--- src/rtl/gsm_pkg.sv ---
// Shared types and constants of the gear-shift mode controller.
`timescale 1ns / 1ps

package gsm_pkg;

  // Action codes on the input channel
  localparam logic [2:0] ACT_TICK   = 3'd0;
  localparam logic [2:0] ACT_TOGGLE = 3'd1;
  localparam logic [2:0] ACT_UP     = 3'd2;
  localparam logic [2:0] ACT_DOWN   = 3'd3;
  localparam logic [2:0] ACT_WRITE  = 3'd4;

  // Largest servo angle in degrees
  localparam logic [7:0] SERVO_MAX = 8'd180;

  // Operation decoded by the front end
  typedef enum logic [2:0] {
    OP_NONE,
    OP_TICK,
    OP_TOGGLE,
    OP_UP,
    OP_DOWN,
    OP_WRITE
  } op_t;

  // Result status codes
  typedef enum logic [1:0] {
    ST_OK    = 2'd0,
    ST_LIMIT = 2'd1,
    ST_HOLD  = 2'd2,
    ST_UNCAL = 2'd3
  } status_t;

  // Configuration register indexes
  typedef enum logic [2:0] {
    CFG_GEAR_COUNT     = 3'd0,
    CFG_ANGLE_FLOOR    = 3'd1,
    CFG_ANGLE_CEILING  = 3'd2,
    CFG_OVERSHOOT_UP   = 3'd3,
    CFG_OVERSHOOT_DOWN = 3'd4,
    CFG_MANUAL_STEP    = 3'd5,
    CFG_HOLD_TICKS     = 3'd6
  } cfg_reg_t;

  // Classified command passed from front end to back end
  typedef struct packed {
    op_t        op;
    logic [3:0] tbl_index;
    logic [7:0] tbl_angle;
    logic       battery;
  } cmd_t;

endpackage

--- src/rtl/gsm_front.sv ---
// Front end: accepts input transactions and classifies them into commands.
`timescale 1ns / 1ps

module gsm_front #(
  parameter int GEAR_SLOTS = 16
) (
  input  logic          clk,
  input  logic          rst,
  input  logic          item_valid,
  output logic          item_stall,
  input  logic [2:0]    action,
  input  logic [3:0]    table_index,
  input  logic [7:0]    table_angle,
  input  logic          battery_low,
  output logic          push,
  output gsm_pkg::cmd_t push_cmd,
  input  logic          q_full
);

  logic          f_valid;
  gsm_pkg::cmd_t f_cmd;
  gsm_pkg::cmd_t dec_cmd;
  logic          accept;

  // Stall only when the staged command cannot move into the queue
  assign item_stall = f_valid && q_full;
  assign accept     = item_valid && !item_stall;
  assign push       = f_valid && !q_full;
  assign push_cmd   = f_cmd;

  // Decode action, drop out-of-range table writes, saturate the table angle
  always_comb begin
    dec_cmd.tbl_index = table_index;
    dec_cmd.battery   = battery_low;
    dec_cmd.tbl_angle = (table_angle > gsm_pkg::SERVO_MAX) ? gsm_pkg::SERVO_MAX : table_angle;
    unique case (action)
      gsm_pkg::ACT_TICK:   dec_cmd.op = gsm_pkg::OP_TICK;
      gsm_pkg::ACT_TOGGLE: dec_cmd.op = gsm_pkg::OP_TOGGLE;
      gsm_pkg::ACT_UP:     dec_cmd.op = gsm_pkg::OP_UP;
      gsm_pkg::ACT_DOWN:   dec_cmd.op = gsm_pkg::OP_DOWN;
      gsm_pkg::ACT_WRITE:  begin
        dec_cmd.op = (int'(table_index) < GEAR_SLOTS) ? gsm_pkg::OP_WRITE : gsm_pkg::OP_NONE;
      end
      default:             dec_cmd.op = gsm_pkg::OP_NONE;
    endcase
  end

  // Stage valid: set on accept, clear once pushed
  always_ff @(posedge clk) begin
    if (rst) begin
      f_valid <= 1'b0;
    end else if (accept) begin
      f_valid <= 1'b1;
    end else if (push) begin
      f_valid <= 1'b0;
    end
  end

  // Stage payload
  always_ff @(posedge clk) begin
    if (accept) begin
      f_cmd <= dec_cmd;
    end
  end

endmodule

--- src/rtl/gsm_queue.sv ---
// Short command queue between the front end and the back end.
`timescale 1ns / 1ps

module gsm_queue (
  input  logic          clk,
  input  logic          rst,
  input  logic          push,
  input  gsm_pkg::cmd_t push_cmd,
  output logic          full,
  input  logic          pop,
  output logic          head_valid,
  output gsm_pkg::cmd_t head_cmd
);

  localparam int DEPTH = 4;
  localparam int PW    = $clog2(DEPTH);

  gsm_pkg::cmd_t   q_mem [DEPTH];
  logic [PW-1:0]   wr_ptr;
  logic [PW-1:0]   rd_ptr;
  logic [PW:0]     count;
  logic            do_push;
  logic            do_pop;

  assign full       = (count == (PW+1)'(DEPTH));
  assign head_valid = (count != '0);
  assign head_cmd   = q_mem[rd_ptr];
  assign do_push    = push && !full;
  assign do_pop     = pop && head_valid;

  // Advance pointers and fill count
  always_ff @(posedge clk) begin
    if (rst) begin
      wr_ptr <= '0;
      rd_ptr <= '0;
      count  <= '0;
    end else begin
      if (do_push) begin
        wr_ptr <= wr_ptr + 1'b1;
      end
      if (do_pop) begin
        rd_ptr <= rd_ptr + 1'b1;
      end
      if (do_push && !do_pop) begin
        count <= count + 1'b1;
      end else if (do_pop && !do_push) begin
        count <= count - 1'b1;
      end
    end
  end

  // Store entries
  always_ff @(posedge clk) begin
    if (do_push) begin
      q_mem[wr_ptr] <= push_cmd;
    end
  end

endmodule

--- src/rtl/gsm_back.sv ---
// Back end: configuration, controller state, gear table and result register.
`timescale 1ns / 1ps

module gsm_back #(
  parameter int GEAR_SLOTS    = 16,
  parameter int LED_ON_TICKS  = 500,
  parameter int LED_OFF_TICKS = 500,
  parameter int GLOW_TICKS    = 3000,
  parameter int CENTER_ANGLE  = 90
) (
  input  logic          clk,
  input  logic          rst,
  input  logic          cfg_valid,
  input  logic [2:0]    cfg_index,
  input  logic [11:0]   cfg_data,
  input  logic          head_valid,
  input  gsm_pkg::cmd_t head_cmd,
  output logic          pop,
  output logic          result_valid,
  input  logic          result_stall,
  output logic [7:0]    servo_angle,
  output logic [3:0]    gear,
  output logic          manual_mode,
  output logic          mode_lamp,
  output logic          battery_lamp,
  output logic [1:0]    status
);

  localparam int TD     = (GEAR_SLOTS < 16) ? GEAR_SLOTS : 16;
  localparam int TIW    = $clog2(TD);
  localparam int PERIOD = LED_ON_TICKS + LED_OFF_TICKS;
  localparam int BW     = $clog2(PERIOD);
  localparam int GW     = $clog2(GLOW_TICKS + 1);

  // Configuration registers
  logic [4:0]  gear_count;
  logic [7:0]  angle_floor;
  logic [7:0]  angle_ceiling;
  logic [4:0]  overshoot_up;
  logic [4:0]  overshoot_down;
  logic [4:0]  manual_step;
  logic [11:0] hold_ticks;

  // Controller state
  logic          mode_manual,  mode_manual_next;
  logic [4:0]    gear_index,   gear_index_next;
  logic [7:0]    angle_now,    angle_now_next;
  logic [7:0]    settle_angle, settle_angle_next;
  logic [11:0]   hold_left,    hold_left_next;
  logic [BW-1:0] blink_phase,  blink_phase_next;
  logic [GW-1:0] glow_left,    glow_left_next;
  logic [7:0]    gear_angles [TD];

  gsm_pkg::status_t st_next;
  logic             blink_on_next;

  // Step by one result when the output register is free or being taken
  assign pop = head_valid && (!result_valid || !result_stall);

  // Write configuration registers
  always_ff @(posedge clk) begin
    if (rst) begin
      gear_count     <= 5'd0;
      angle_floor    <= 8'd0;
      angle_ceiling  <= 8'd180;
      overshoot_up   <= 5'd5;
      overshoot_down <= 5'd5;
      manual_step    <= 5'd2;
      hold_ticks     <= 12'd500;
    end else if (cfg_valid) begin
      unique case (gsm_pkg::cfg_reg_t'(cfg_index))
        gsm_pkg::CFG_GEAR_COUNT:     gear_count     <= cfg_data[4:0];
        gsm_pkg::CFG_ANGLE_FLOOR:    angle_floor    <= cfg_data[7:0];
        gsm_pkg::CFG_ANGLE_CEILING:  angle_ceiling  <= cfg_data[7:0];
        gsm_pkg::CFG_OVERSHOOT_UP:   overshoot_up   <= cfg_data[4:0];
        gsm_pkg::CFG_OVERSHOOT_DOWN: overshoot_down <= cfg_data[4:0];
        gsm_pkg::CFG_MANUAL_STEP:    manual_step    <= cfg_data[4:0];
        gsm_pkg::CFG_HOLD_TICKS:     hold_ticks     <= cfg_data;
        default:                     ;
      endcase
    end
  end

  // Execute the head command
  always_comb begin
    logic [4:0]        n;
    logic [4:0]        target;
    logic [7:0]        tbl_rd;
    logic [8:0]        over_sum;
    logic [7:0]        shot;
    logic signed [9:0] x;
    logic signed [9:0] lo;
    logic signed [9:0] hi;
    logic signed [9:0] dx;

    mode_manual_next  = mode_manual;
    gear_index_next   = gear_index;
    angle_now_next    = angle_now;
    settle_angle_next = settle_angle;
    hold_left_next    = hold_left;
    blink_phase_next  = blink_phase;
    glow_left_next    = glow_left;
    st_next           = gsm_pkg::ST_OK;

    n = (int'(gear_count) > GEAR_SLOTS) ? 5'(GEAR_SLOTS) : gear_count;
    if (head_cmd.op == gsm_pkg::OP_UP) begin
      target = gear_index + 5'd1;
    end else begin
      target = ((gear_index > n) ? n : gear_index) - 5'd1;
    end
    tbl_rd = gear_angles[target[TIW-1:0]];
    over_sum = {1'b0, tbl_rd} + {4'd0, overshoot_up};

    // Manual step with floor, ceiling and range clamp
    dx = $signed({5'd0, manual_step});
    lo = $signed({2'd0, angle_floor});
    hi = $signed({2'd0, angle_ceiling});
    x  = $signed({2'd0, angle_now}) + ((head_cmd.op == gsm_pkg::OP_UP) ? dx : -dx);
    if (x < lo) begin
      x = lo;
    end else if (x > hi) begin
      x = hi;
    end
    if (x > $signed({2'd0, gsm_pkg::SERVO_MAX})) begin
      x = $signed({2'd0, gsm_pkg::SERVO_MAX});
    end

    if (head_cmd.op == gsm_pkg::OP_UP) begin
      shot = (over_sum > {1'b0, gsm_pkg::SERVO_MAX}) ? gsm_pkg::SERVO_MAX : over_sum[7:0];
    end else begin
      shot = (tbl_rd < {3'd0, overshoot_down}) ? 8'd0 : (tbl_rd - {3'd0, overshoot_down});
    end

    unique case (head_cmd.op)
      gsm_pkg::OP_TICK: begin
        blink_phase_next = (blink_phase == BW'(PERIOD - 1)) ? '0 : blink_phase + 1'b1;
        if (glow_left != '0) begin
          glow_left_next = glow_left - 1'b1;
        end
        if (hold_left != 12'd0) begin
          hold_left_next = hold_left - 12'd1;
          if (hold_left == 12'd1) begin
            angle_now_next = settle_angle;
          end
        end
      end
      gsm_pkg::OP_TOGGLE: begin
        if (hold_left != 12'd0) begin
          st_next = gsm_pkg::ST_HOLD;
        end else begin
          mode_manual_next = !mode_manual;
          glow_left_next   = GW'(GLOW_TICKS);
        end
      end
      gsm_pkg::OP_UP, gsm_pkg::OP_DOWN: begin
        priority if (hold_left != 12'd0) begin
          st_next = gsm_pkg::ST_HOLD;
        end else if (mode_manual) begin
          angle_now_next = x[7:0];
        end else if (n == 5'd0) begin
          st_next = gsm_pkg::ST_UNCAL;
        end else if ((head_cmd.op == gsm_pkg::OP_UP) &&
                     (({1'b0, gear_index} + 6'd1) >= {1'b0, n})) begin
          st_next = gsm_pkg::ST_LIMIT;
        end else if ((head_cmd.op == gsm_pkg::OP_DOWN) && (gear_index == 5'd0)) begin
          st_next = gsm_pkg::ST_LIMIT;
        end else begin
          settle_angle_next = tbl_rd;
          gear_index_next   = target;
          if (hold_ticks == 12'd0) begin
            angle_now_next = tbl_rd;
          end else begin
            angle_now_next = shot;
            hold_left_next = hold_ticks;
          end
        end
      end
      default: ;
    endcase

    blink_on_next = (int'(blink_phase_next) < LED_ON_TICKS);
  end

  // Update controller state
  always_ff @(posedge clk) begin
    if (rst) begin
      mode_manual  <= 1'b0;
      gear_index   <= 5'd0;
      angle_now    <= 8'(CENTER_ANGLE);
      settle_angle <= 8'd0;
      hold_left    <= 12'd0;
      blink_phase  <= '0;
      glow_left    <= '0;
    end else if (pop) begin
      mode_manual  <= mode_manual_next;
      gear_index   <= gear_index_next;
      angle_now    <= angle_now_next;
      settle_angle <= settle_angle_next;
      hold_left    <= hold_left_next;
      blink_phase  <= blink_phase_next;
      glow_left    <= glow_left_next;
    end
  end

  // Write the gear table
  always_ff @(posedge clk) begin
    if (pop && (head_cmd.op == gsm_pkg::OP_WRITE)) begin
      gear_angles[head_cmd.tbl_index[TIW-1:0]] <= head_cmd.tbl_angle;
    end
  end

  // Result valid: set on pop, clear once taken
  always_ff @(posedge clk) begin
    if (rst) begin
      result_valid <= 1'b0;
    end else if (pop) begin
      result_valid <= 1'b1;
    end else if (!result_stall) begin
      result_valid <= 1'b0;
    end
  end

  // Result payload
  always_ff @(posedge clk) begin
    if (pop) begin
      servo_angle  <= angle_now_next;
      gear         <= gear_index_next[3:0];
      manual_mode  <= mode_manual_next;
      mode_lamp    <= (glow_left_next != '0) || (mode_manual_next && blink_on_next);
      battery_lamp <= blink_on_next && head_cmd.battery;
      status       <= st_next;
    end
  end

endmodule

--- src/rtl/gear_shift_mode_controller_core.sv ---
// Top level of the servo gear-shift mode controller.
// Path: an accepted transaction is registered in the front stage, then in the
// four-entry queue, then its result in the result register. Throughput: one
// transaction per cycle unless stalled; the back end executes one command a cycle.
// Reset: synchronous, active high; clears control state, loads register defaults,
// centers the servo. Gear table entries are undefined until written.
`timescale 1ns / 1ps

module gear_shift_mode_controller_core #(
  parameter int GEAR_SLOTS    = 16,
  parameter int LED_ON_TICKS  = 500,
  parameter int LED_OFF_TICKS = 500,
  parameter int GLOW_TICKS    = 3000,
  parameter int CENTER_ANGLE  = 90
) (
  input  logic        clk,
  input  logic        rst,
  input  logic        cfg_valid,
  output logic        cfg_ready,
  input  logic [2:0]  cfg_index,
  input  logic [11:0] cfg_data,
  input  logic        item_valid,
  output logic        item_stall,
  input  logic [2:0]  action,
  input  logic [3:0]  table_index,
  input  logic [7:0]  table_angle,
  input  logic        battery_low,
  output logic        result_valid,
  input  logic        result_stall,
  output logic [7:0]  servo_angle,
  output logic [3:0]  gear,
  output logic        manual_mode,
  output logic        mode_lamp,
  output logic        battery_lamp,
  output logic [1:0]  status
);

  logic          push;
  gsm_pkg::cmd_t push_cmd;
  logic          q_full;
  logic          pop;
  logic          head_valid;
  gsm_pkg::cmd_t head_cmd;

  // Configuration writes are always accepted and land in the next cycle
  assign cfg_ready = 1'b1;

  gsm_front #(
    .GEAR_SLOTS (GEAR_SLOTS)
  ) u_front (
    .clk         (clk),
    .rst         (rst),
    .item_valid  (item_valid),
    .item_stall  (item_stall),
    .action      (action),
    .table_index (table_index),
    .table_angle (table_angle),
    .battery_low (battery_low),
    .push        (push),
    .push_cmd    (push_cmd),
    .q_full      (q_full)
  );

  gsm_queue u_queue (
    .clk        (clk),
    .rst        (rst),
    .push       (push),
    .push_cmd   (push_cmd),
    .full       (q_full),
    .pop        (pop),
    .head_valid (head_valid),
    .head_cmd   (head_cmd)
  );

  gsm_back #(
    .GEAR_SLOTS    (GEAR_SLOTS),
    .LED_ON_TICKS  (LED_ON_TICKS),
    .LED_OFF_TICKS (LED_OFF_TICKS),
    .GLOW_TICKS    (GLOW_TICKS),
    .CENTER_ANGLE  (CENTER_ANGLE)
  ) u_back (
    .clk          (clk),
    .rst          (rst),
    .cfg_valid    (cfg_valid),
    .cfg_index    (cfg_index),
    .cfg_data     (cfg_data),
    .head_valid   (head_valid),
    .head_cmd     (head_cmd),
    .pop          (pop),
    .result_valid (result_valid),
    .result_stall (result_stall),
    .servo_angle  (servo_angle),
    .gear         (gear),
    .manual_mode  (manual_mode),
    .mode_lamp    (mode_lamp),
    .battery_lamp (battery_lamp),
    .status       (status)
  );

endmodule

--- config.mk ---
export PLATFORM = sky130hd
export DESIGN_NAME = gear_shift_mode_controller_core
export DESIGN_NICKNAME = d
export VERILOG_FILES = /design/src/rtl/gsm_pkg.sv /design/src/rtl/gsm_front.sv /design/src/rtl/gsm_queue.sv /design/src/rtl/gsm_back.sv /design/src/rtl/gear_shift_mode_controller_core.sv
export SDC_FILE = /design/constraint.sdc
export NUM_CORES = 1
export LEC_CHECK = 0
export BUFFER_PORTS_ARGS = -buffer_cell sky130_fd_sc_hd__buf_2
export CORE_AREA = 2 2 197 199
export DETAILED_ROUTE_END_ITERATION = 8
export DIE_AREA = 0 0 199 201
export PLACE_DENSITY = 0.71
export SETUP_SLACK_MARGIN = 0.2
export SYNTH_ARGS = -nofsm -noshare
export SYNTH_HDL_FRONTEND = slang
export SYNTH_HIERARCHICAL = 1
export SYNTH_SLANG_ARGS = --single-unit
--- constraint.sdc ---
create_clock -name clk -period 13.8 [get_ports clk]
set_clock_uncertainty 0.15 [all_clocks]
set_input_delay 3.45 -clock clk [delete_from_list [all_inputs] [get_ports clk]]
set_output_delay 3.45 -clock clk [all_outputs]
set_load 0.02 [all_outputs]
* After elaboration in Yosys (flattened, before gate mapping) *
Memory sizes are Yosys's and may differ from the RTL's. A register that Yosys moved wholly into a read port is not among the register bits.
Index checks and enable logic that the tools add are counted.

word-level totals
  flip-flop bits (word level) = 146
  memory bits (writable) = 192
  memories kept = 2

operators by class
  $add $sub $neg = 14
  order comparisons = 10
  eq/ne operators = 26
  mux-type cells = 60
  bitwise gates (word level) = 5
  reductions and logical operators = 44

memory list
  name                words  bits a word  read ports  clocked after Yosys merged registers in  write ports  line             RTL
  u_back.gear_angles  16     8            1           0                                        1            gsm_back.sv:52   logic [7:0] gear_angles [TD];
  u_queue.q_mem       4      16           1           1                                        1            gsm_queue.sv:18  gsm_pkg::cmd_t q_mem [DEPTH];

operators with widths
  kind                   number
  $mux 12                9
  $mux 8                 12
  $mux 10                5
  $pmux 12 s2            2
  $reduce_bool 12->1     3
  $mux 4                 6
  $sub 12x1->12 const B  2
  $eq 3x3->1 const B     7
  $eq 3x2->1 const B     6
  $pmux 8 s2             1
  $mux 5                 3
  $pmux 3 s5             1
  $mux 2                 7
  $reduce_and 2->1       7
  $logic_and 1x1->1      13
  $eq 12x1->1 const B    1
  $logic_not 12->1       1
  $ne 2x2->1 const B     6
  $mux 1                 11
  $add 10x1->10 const B  1
  $add 9x10->10          1
  $eq 10x10->1 const B   1
  $gt 10x9->1            1
  $gt 10x9->1 const B    1
  31 further kinds       51

* Longest topological paths before layout *
Gate-level depths: netlist (run 1).
An unclocked memory read counts as a cell.

  depth in word-level cells = 18
  mapped depth = 33
  gate-level depth less buffers = 30

* Cells and area by module *
The synthesis (run 1) kept the hierarchy.

modules (own cells, without submodules)
  module                           instances  cells each  area each (um^2)  seq. area each (um^2)
  gsm_back                         1          1405        13669.4           6456.2
  gsm_queue                        1          132         2795.2            2102.0
  gsm_front                        1          45          683.2             500.5
  gear_shift_mode_controller_core  1          2           11.3              0.0

* Least setup slack after synthesis (run 1) *
OpenSTA, ideal clock, no wires.

  kind = reg-to-reg
  from = register u_back.gear_count[4]
  to = register u_back.angle_now[3]
  arrival = 6.030 ns
  setup slack = 7.504 ns
  stages on the path, launching flop included = 31
  path buffers = 3
  clock period less this slack = 6.296 ns
  path through = dfxtp_1 -> inv_1 -> nand2_1 -> ha_1 -> nand2b_1 -> a211o_1 -> a21o_1 -> buf_4 -> mux2_2 -> ha_1 -> xor2_1 -> nor2_1 -> mux2i_1 -> nand2_1 -> buf_2 -> buf_1 -> mux2i_1 -> nand2_1 -> a32o_1 -> or2_1 -> ha_1 -> nand2_1 -> o21ai_0 -> nand2_1 -> nand2_1 -> o22ai_1 -> o32ai_1 -> a21oi_2 -> and3_1 -> o32a_1 -> a21bo_1

between the ends
  longest elaborated chain between the ends = 18
  elaborated cells on any way between the ends = 24
  classes of those cells = add/sub: 3; order compare: 5; mux: 13; reduce/logical: 2; memory: 1

RTL lines
  what                          line             RTL
  start, declared               gsm_back.sv:36   logic [4:0] gear_count;
  start signal, assigned        gsm_back.sv:72   gsm_pkg::CFG_GEAR_COUNT: gear_count <= cfg_data[4:0];
  $gt 5x5->1                    gsm_back.sv:105  n = (int'(gear_count) > GEAR_SLOTS) ? 5'(GEAR_SLOTS) : gear_count;
  $mux 5 (*)                    gsm_back.sv:105
  $gt 5x5->1                    gsm_back.sv:109  target = ((gear_index > n) ? n : gear_index) - 5'd1;
  $mux 5                        gsm_back.sv:109
  $sub 5x1->5                   gsm_back.sv:109
  $mux 5                        gsm_back.sv:106  if (head_cmd.op == gsm_pkg::OP_UP) begin
  $mem_v2 16x8                  --
  $add 8x5->9                   gsm_back.sv:112  over_sum = {1'b0, tbl_rd} + {4'd0, overshoot_up};
  [... 3 more ...]              --
  $mux 8                        gsm_back.sv:170  if (hold_ticks == 12'd0) begin
  $mux 8                        gsm_back.sv:165  end else if ((head_cmd.op == gsm_pkg::OP_DOWN) && (gear_index == 5'd0)) begin
  $mux 8                        gsm_back.sv:162  end else if ((head_cmd.op == gsm_pkg::OP_UP) &&
  $mux 8 (*)                    gsm_back.sv:160  end else if (n == 5'd0) begin
  $mux 8 (*)                    gsm_back.sv:158  end else if (mode_manual) begin
  $mux 8 (*)                    gsm_back.sv:156  priority if (hold_left != 12'd0) begin
  $pmux 8 s2 (*)                gsm_back.sv:134  unique case (head_cmd.op)
  via u_back.angle_now_next[3]  gsm_back.sv:47   logic [7:0] angle_now, angle_now_next;
  end signal, assigned          gsm_back.sv:189  angle_now <= 8'(CENTER_ANGLE);
  end signal, assigned          gsm_back.sv:197  angle_now <= angle_now_next;
  end, declared                 gsm_back.sv:47

Mark *: on every way through the listed nets, which the timed path passes. The rest lies on a longest branch.
A chain may end at the register's enable or synchronous reset.

==> flow_results.xml, run 1 <==
<?xml version="1.0" encoding="UTF-8"?>
<metrics>
  <group name="run_status">
    <metric name="status" unit="">complete, no violations</metric>
  </group>
  <group name="sta">
    <metric name="transition_time_at_the_pin_with_the_least_slew_margin" unit="ns">1.28</metric>
    <metric name="setup_repair_after_global_routing_missed_its_margin" unit="">false</metric>
    <metric name="fmaxAchievable" unit="MHz">141</metric>
    <metric name="finalSetupTns" unit="ns">0</metric>
    <metric name="report.final.hold_viol_count" unit="">0</metric>
    <metric name="fin_crit_sh" unit="%">51.3</metric>
    <metric name="slew_viol_final" unit="">0</metric>
    <metric name="slew-limit-headroom" unit="%">14.2</metric>
    <metric name="finalWorstPathRequiredPeriod" unit="ns">7.08</metric>
    <metric name="finalSetupViolations" unit="">0</metric>
  </group>
  <group name="yosys">
    <metric name="synth_area_leader_cell" unit="">edfxtp_1</metric>
    <metric name="synth_edf_count" unit="">225</metric>
    <metric name="netlist_area" unit="um2">17200</metric>
    <metric name="syn_nets" unit="">1682</metric>
    <metric name="yosysTopAreaCellShare" unit="%">39.4</metric>
    <metric name="synth-seq-area-share" unit="%">52.8</metric>
    <metric name="synth-seq-cells" unit="">340</metric>
    <metric name="synthTopCellsByArea" unit="">edfxtp_1 (39%), dfxtp_1 (13%), mux2i_1 (6.0%), ha_1 (4.2%), nand2_1 (3.8%)</metric>
    <metric name="yosys_warnings" unit="">6</metric>
    <metric name="synth-main-ff-cell" unit="">edfxtp_1</metric>
    <metric name="synthesis.instances" unit="">1584</metric>
    <metric name="avgSynthCellArea" unit="um2">10.8</metric>
    <metric name="synthDistinctLibCells" unit="">90</metric>
    <metric name="postSynth.asyncResetShare" unit="%">0</metric>
  </group>
  <group name="drt">
    <metric name="detail_route.vias_per_cell" unit="">5.71</metric>
    <metric name="detail_route.drc_violations" unit="">0</metric>
    <metric name="detailedRoute.firstPassIterationCount" unit="">5</metric>
    <metric name="drtAntennaViolNets" unit="">0</metric>
    <metric name="first_iter_violations" unit="">1018</metric>
    <metric name="post_drt_wl_per_cell" unit="um">18.6</metric>
    <metric name="finalWirelength" unit="um">40200</metric>
    <metric name="routed-via-count" unit="">12340</metric>
  </group>
  <group name="power">
    <metric name="power.density_cell_area" unit="nW/um2">251</metric>
    <metric name="static-leakage-power" unit="uW">0.00711</metric>
    <metric name="ir_worst_vdd" unit="mV">0.126</metric>
  </group>
  <group name="floorplanning">
    <metric name="ioPinCount" unit="">56</metric>
    <metric name="die_width" unit="um">199</metric>
    <metric name="initial_utilization" unit="%">45.0</metric>
    <metric name="floorplan.die_area" unit="um2">40000</metric>
    <metric name="core" unit="um2">38100</metric>
    <metric name="fp-row-count" unit="">72</metric>
    <metric name="height_of_the_die" unit="um">201</metric>
  </group>
  <group name="worst_setup_path">
    <metric name="cp-end-kind" unit="">register</metric>
    <metric name="worstSetupStartpointType" unit="">register</metric>
    <metric name="crit_path_max_fanout" unit="">50</metric>
    <metric name="crit-reg2reg-capture" unit="">u_back/angle_now[3]</metric>
    <metric name="timing.reg2reg.setup_slack" unit="ns">6.72</metric>
    <metric name="path_class" unit="">register to register</metric>
    <metric name="arrival_time_reported_for_the_critical_path_endpoint" unit="ns">7.37</metric>
    <metric name="critical_path_required" unit="ns">14.09</metric>
    <metric name="r2r.worst_path.cells" unit="">24</metric>
  </group>
  <group name="clock_network">
    <metric name="clockBufferDepth" unit="">3</metric>
    <metric name="cts_repair_resize_count" unit="">0</metric>
    <metric name="worst_skew_late_latency" unit="ns">0.55</metric>
    <metric name="post-cts-setup-buffer-count" unit="">0</metric>
    <metric name="tritoncts" unit="">yes</metric>
    <metric name="cts_sinks" unit="">340</metric>
    <metric name="cts.hold.buffers_added" unit="">0</metric>
    <metric name="tritoncts.num_buffers" unit="">37</metric>
    <metric name="cts_root_buffer" unit="">clkbuf_16</metric>
    <metric name="cts.reportedPaths.clkPinSlew" unit="ns">0.06</metric>
    <metric name="htree_levels" unit="">2</metric>
  </group>
  <group name="placement">
    <metric name="place.port_buffers" unit="">54</metric>
    <metric name="dp_hpwl" unit="um">27700</metric>
    <metric name="dp_cells" unit="">2095</metric>
    <metric name="placed_cell_area" unit="um2">17900</metric>
    <metric name="gp_routability_congestion" unit="">0.885</metric>
  </group>
  <group name="finish">
    <metric name="design_area" unit="um2">19100</metric>
    <metric name="fin_cells" unit="">2163</metric>
    <metric name="mostFrequentLayoutCells" unit="">edfxtp_1 (225), nand2_1 (172), nor2_1 (160)</metric>
    <metric name="layout.cells.most_common" unit="">edfxtp_1</metric>
    <metric name="drive_above_1_share" unit="%">11.1</metric>
    <metric name="finish.net_count" unit="">1714</metric>
    <metric name="num-fill-cells" unit="">3367</metric>
    <metric name="antennaDiodeCount" unit="">0</metric>
    <metric name="synthToLayoutAreaGrowth" unit="%">11.2</metric>
  </group>
  <group name="global_route">
    <metric name="first_global_vias" unit="">11879</metric>
    <metric name="groute.usage.overall" unit="%">20.3</metric>
    <metric name="grt-ovfl-total" unit="">0</metric>
    <metric name="grt_max_degree" unit="">74</metric>
    <metric name="grt_first_pass_wirelength" unit="um">64100</metric>
    <metric name="grt_antenna_before_repair" unit="">0</metric>
  </group>
  <group name="flow_run">
    <metric name="max-cap-violations" unit="">0</metric>
  </group>
  <group name="worst_hold_path">
    <metric name="hold_path_class" unit="">register to register</metric>
    <metric name="min_delay_path_depth" unit="">2</metric>
    <metric name="min_delay_worst_endpoint" unit="">u_back/settle_angle[0]</metric>
    <metric name="holdCritStartpoint" unit="">u_back/settle_angle[0]</metric>
  </group>
</metrics>
[cell type report]
class | instances | area [um2] | area share (%)
Clock inverter | 23 | 258 | 1.35
Sequential cell | 340 | 9060 | 47.5
Timing Repair Buffer | 69 | 385 | 2.02
Clock buffer | 45 | 976 | 5.11
Multi-Input combinational cell | 1112 | 7550 | 39.6
Inverter | 56 | 210 | 1.10
Tap cell | 518 | 648 | 3.40
[metal layers]
| metal | GRT usage, % | vias up | routed length (um) |
|---|---|---|---|
| met5 | 0 | - | 0 |
| met4 | 6.37 | 0 | 932 |
| met3 | 4.00 | 64 | 3110 |
| met2 | 32.5 | 420 | 18500 |
| met1 | 27.8 | 5932 | 17600 |
| li1 | - | 5924 | - |
[report_power, final]
| part | internal, uW | total, uW | switching (uW) |
|---|---|---|---|
| Sequential | 1230 | 1310 | 72.9 |
| Combinational | 937 | 2490 | 1550 |
| Clock | 572 | 984 | 411 |
| Total | 2740 | 4780 | 2040 |
[registers in the layout, summed over array words and instances (netlist names), 10 cells and up, named ones only]
name / cells
u_back/blink_phase: 10
u_back/glow_left: 12
u_back/gear_angles: 128
u_back/hold_left: 12
u_front/push_cmd: 16
u_back/hold_ticks: 12
u_queue/q_mem: 64
[per-stage QoR]
| step | setup WS (ns) | utilization, % | hold WS [ns] | total power [uW] |
|---|---|---|---|---|
| after global placement | 6.82 | 46.9 | 0.290 | 3740 |
| after global routing | 6.28 | 50.1 | 0.337 | 5090 |
| after detailed placement | 6.82 | 46.9 | 0.300 | 3770 |
| final | 6.72 | 50.1 | 0.312 | 4780 |
| after floorplan | 7.50 | - | 0.282 | 3200 |
| after CTS | 6.76 | 50.1 | 0.309 | 4770 |
[cells by family after synthesis]
logic type	synth area share, %
buffers and inverters	3.47
muxes	9.41
DFF	52.8
and+or+nand+nor	15.0
AOI/OAI and AO/OA	13.1
xor gates and xnor gates	1.58
adders and majority gates	4.70
other	0.0219
[Yosys cell counts (19+ instances only)]
cell      number
a211oi_1      30
a21oi_1       84
clkbuf_1      49
dfxtp_1      115
edfxtp_1     225
ha_1          58
inv_1         56
mux2i_1      102
mux4_2        20
nand2_1      172
nand2b_1      24
nand3_1       34
nor2_1       160
nor2b_1       20
nor3_1        44
o21ai_0       66
or3_1         19
[worst max-delay path: stages (launching register included)]
cell and delay [ns]:
dfxtp_1 0.83, mux4_2 0.48, and3b_1 0.21, buf_4 0.21, a211oi_2 0.33, mux2i_4 0.26
buf_4 0.60, nor2b_1 0.10, a211oi_1 0.21, a211oi_1 0.08, o31ai_1 0.67, inv_1 0.21
ha_1 0.38, a21oi_1 0.15, nand2_1 0.09, xor2_1 0.22, o21a_1 0.17, nand2_1 0.05
nand2_1 0.09, nor3_1 0.05, o32ai_1 0.50, a21oi_2 0.15, and3_1 0.21, o32a_1 0.36
a21bo_1 0.19
[worst max-delay path by stage]
stage / startpoint / to / slack, ns / cells after the start
2_1_floorplan: u_back/gear_count[4] / u_back/angle_now[3] / 7.50 / 30
3_3_place_gp: register / u_back/angle_now[3] / 6.82 / 24
3_5_place_dp: register / u_back/angle_now[3] / 6.82 / 24
4_1_cts: register / u_back/angle_now[3] / 6.76 / 24
5_1_grt: register / u_back/angle_now[3] / 6.28 / 25
6_report: register / u_back/angle_now[3] / 6.72 / 24
(Power assumes the default switching activity.)
==> run 2, diff against run 1 <==
clock period = 6.9 ns   (was 13.8 ns; I/O delays follow)
==> run 2 against run 1 <==
Compared with the run above:
- total power up 110%
- sequential share of layout area down 0.65 points
- sequential cell count unchanged
- maximum frequency up 9.8%
- global-route usage up 0.14 points
- count of clock-buffer cells in the layout up 13
- non-clock buffer count up 21
- sequential power up 99%
- cell count up 0.97%
- die area unchanged
==> flow_results.xml, run 2 (synthesis results as in run 1) <==
<?xml version="1.0" encoding="UTF-8"?>
<metrics>
  <group name="placement">
    <metric name="gp_routability_congestion" unit="">0.928</metric>
    <metric name="placement.setup.worst_slack" unit="ns">0.136</metric>
    <metric name="place.port_buffers" unit="">54</metric>
    <metric name="dp_hpwl" unit="um">28300</metric>
  </group>
  <group name="floorplanning">
    <metric name="initial_utilization" unit="%">45.0</metric>
    <metric name="floorplan.die_area" unit="um2">40000</metric>
    <metric name="height_of_the_die" unit="um">201</metric>
    <metric name="die_width" unit="um">199</metric>
    <metric name="core" unit="um2">38100</metric>
    <metric name="ioPinCount" unit="">56</metric>
    <metric name="fp-row-count" unit="">72</metric>
  </group>
  <group name="power">
    <metric name="power.density_cell_area" unit="nW/um2">511</metric>
    <metric name="static-leakage-power" unit="uW">0.00725</metric>
    <metric name="ir_worst_vdd" unit="mV">0.386</metric>
  </group>
  <group name="clock_network">
    <metric name="clockBufferDepth" unit="">3</metric>
    <metric name="cts_sinks" unit="">340</metric>
    <metric name="cts.reportedPaths.clkPinSlew" unit="ns">0.06</metric>
    <metric name="cts.hold.buffers_added" unit="">0</metric>
    <metric name="tritoncts.num_buffers" unit="">37</metric>
    <metric name="worst_skew_late_latency" unit="ns">0.54</metric>
    <metric name="tritoncts" unit="">yes</metric>
    <metric name="cts_root_buffer" unit="">clkbuf_16</metric>
    <metric name="htree_levels" unit="">2</metric>
  </group>
  <group name="worst_setup_path">
    <metric name="timing.rr.start" unit="">u_back/gear_index[0]</metric>
    <metric name="r2r.worst_path.cells" unit="">29</metric>
    <metric name="arrival_time_reported_for_the_critical_path_endpoint" unit="ns">6.59</metric>
    <metric name="crit_path_max_fanout" unit="">15</metric>
    <metric name="timing.reg2reg.setup_slack" unit="ns">0.45</metric>
    <metric name="critical_path_required" unit="ns">7.04</metric>
    <metric name="worstSetupStartpointType" unit="">register</metric>
    <metric name="path_common_cell" unit="">nand2_1</metric>
    <metric name="critPathSlowestCell" unit="">dfxtp_1</metric>
    <metric name="critPathMaxStageDelay" unit="ns">0.50</metric>
    <metric name="path_class" unit="">register to register</metric>
    <metric name="cp-end-kind" unit="">register</metric>
    <metric name="crit-reg2reg-capture" unit="">u_back/servo_angle[0]</metric>
  </group>
  <group name="global_route">
    <metric name="grt_antenna_before_repair" unit="">0</metric>
    <metric name="grt_max_degree" unit="">64</metric>
    <metric name="groute.usage.overall" unit="%">20.4</metric>
    <metric name="grt-ovfl-total" unit="">0</metric>
    <metric name="grt_first_pass_wirelength" unit="um">64400</metric>
    <metric name="first_global_vias" unit="">11944</metric>
  </group>
  <group name="sta">
    <metric name="slew-limit-headroom" unit="%">22.4</metric>
    <metric name="fmaxAchievable" unit="MHz">155</metric>
    <metric name="report.final.hold_viol_count" unit="">0</metric>
    <metric name="setup_slack_of_the_critical_path_after_layout" unit="ns">0.448</metric>
    <metric name="fin_crit_sh" unit="%">93.5</metric>
    <metric name="slew_viol_final" unit="">0</metric>
    <metric name="transition_time_at_the_pin_with_the_least_slew_margin" unit="ns">1.16</metric>
    <metric name="finalSetupTns" unit="ns">0</metric>
    <metric name="finalWorstPathRequiredPeriod" unit="ns">6.45</metric>
    <metric name="finalSetupViolations" unit="">0</metric>
    <metric name="setup_repair_after_global_routing_missed_its_margin" unit="">false</metric>
  </group>
  <group name="drt">
    <metric name="detail_route.drc_violations" unit="">0</metric>
    <metric name="finalWirelength" unit="um">40600</metric>
    <metric name="detailedRoute.firstPassIterationCount" unit="">8</metric>
    <metric name="drtAntennaViolNets" unit="">0</metric>
    <metric name="routed-via-count" unit="">12474</metric>
    <metric name="first_iter_violations" unit="">920</metric>
    <metric name="post_drt_wl_per_cell" unit="um">18.6</metric>
    <metric name="detail_route.vias_per_cell" unit="">5.71</metric>
  </group>
  <group name="run_status">
    <metric name="status" unit="">complete, no violations</metric>
  </group>
  <group name="worst_hold_path">
    <metric name="holdCritStartpoint" unit="">u_back/settle_angle[4]</metric>
    <metric name="min_delay_worst_endpoint" unit="">u_back/settle_angle[4]</metric>
    <metric name="min_delay_path_depth" unit="">2</metric>
    <metric name="hold_path_class" unit="">register to register</metric>
  </group>
  <group name="finish">
    <metric name="largest_register_ff_count" unit="">128</metric>
    <metric name="drive_above_1_share" unit="%">12.8</metric>
    <metric name="mostFrequentLayoutCells" unit="">edfxtp_1 (225), nand2_1 (171), nor2_1 (160)</metric>
    <metric name="finish.net_count" unit="">1735</metric>
    <metric name="synthToLayoutAreaGrowth" unit="%">12.8</metric>
    <metric name="antennaDiodeCount" unit="">0</metric>
    <metric name="layout.cells.most_common" unit="">edfxtp_1</metric>
    <metric name="num-fill-cells" unit="">3346</metric>
  </group>
  <group name="flow_run">
    <metric name="max-cap-violations" unit="">0</metric>
  </group>
</metrics>
## run 2: cell types whose count changed in the layout (fill, tap and decap cells not counted), sizes merged
| cell | before | now |
|---|---|---|
| clkinv | 15 | 6 |
| clkbuf | 45 | 59 |
| buf | 69 | 89 |
| inv | 60 | 58 |
| bufinv | 3 | 1 |
## run 2: through the flow
step	cells	power, uW	utilization [%]	area [um2]	hold slack (ns)
2_1_floorplan	1584	6390	-	17200	0.282
3_3_place_gp	2107	7570	47.1	18000	0.294
3_5_place_dp	2107	7650	47.1	18000	0.300
4_1_cts	2176	9690	50.4	19200	0.308
5_1_grt	2184	10500	50.8	19400	0.324
6_report	2184	9890	50.8	19400	0.306
## run 2: worst max-delay path by stage
stage / start / endpoint / slack [ns] / cells past startpoint
2_1_floorplan: u_back/gear_count[4] / u_back/angle_now[3] / 0.60 / 30
3_3_place_gp: u_back/gear_count[4] / u_back/angle_now[3] / 0.26 / 29
3_5_place_dp: u_back/gear_count[4] / u_back/angle_now[3] / 0.14 / 29
4_1_cts: u_back/gear_count[4] / u_back/servo_angle[0] / 0.28 / 29
5_1_grt: u_back/gear_index[0] / u_back/angle_now[3] / 0.13 / 31
6_report: u_back/gear_index[0] / u_back/servo_angle[0] / 0.45 / 29
## run 2: cell type report
class	instances	area (um2)	share of cell area, %
flip-flops and latches	340	9060	46.8
multi-input cells	1112	7590	39.2
repair buffers	90	589	3.04
clock buffers	58	1150	5.93
clock inverters	10	106	0.550
well taps	518	648	3.35
inverters	56	210	1.09
## run 2: power by group
group	leakage [uW]	total, uW	switching, uW	internal, uW
logic	0.00365	5300	3190	2100
registers	0.00298	2610	140	2470
clock network	0.000616	1990	795	1190
total	0.00725	9890	4130	5760
## run 2: worst max-delay path, delay by kind of cell (launching register included)
kind	cells	cell delay, ns
compound gates	9	2.20
fa+ha+maj	4	1.06
simple gates	8	0.75
mux	3	0.59
flops	1	0.50
buf+inv	3	0.50
xor+xnor	2	0.43
## run 2: layer usage
metal	wire [um]	up-vias	part of all wire, %	GRT usage, %
li1	-	5976	-	-
met1	17600	6004	43	27.6
met2	19100	410	47	33.3
met3	2700	84	6.6	3.38
met4	1220	0	3.0	7.22
met5	0	-	0	0
## run 2: timing repair
| action | 4_1_cts | 5_1_grt |
|---|---|---|
| setup endpoints to repair | 4 | 16 |
| resized for setup | 1 | 13 |
| pin swaps | 1 | 2 |
| hold endpoints to repair | 0 | 0 |
| cloned | 0 | 1 |
| setup buffers | 1 | 7 |
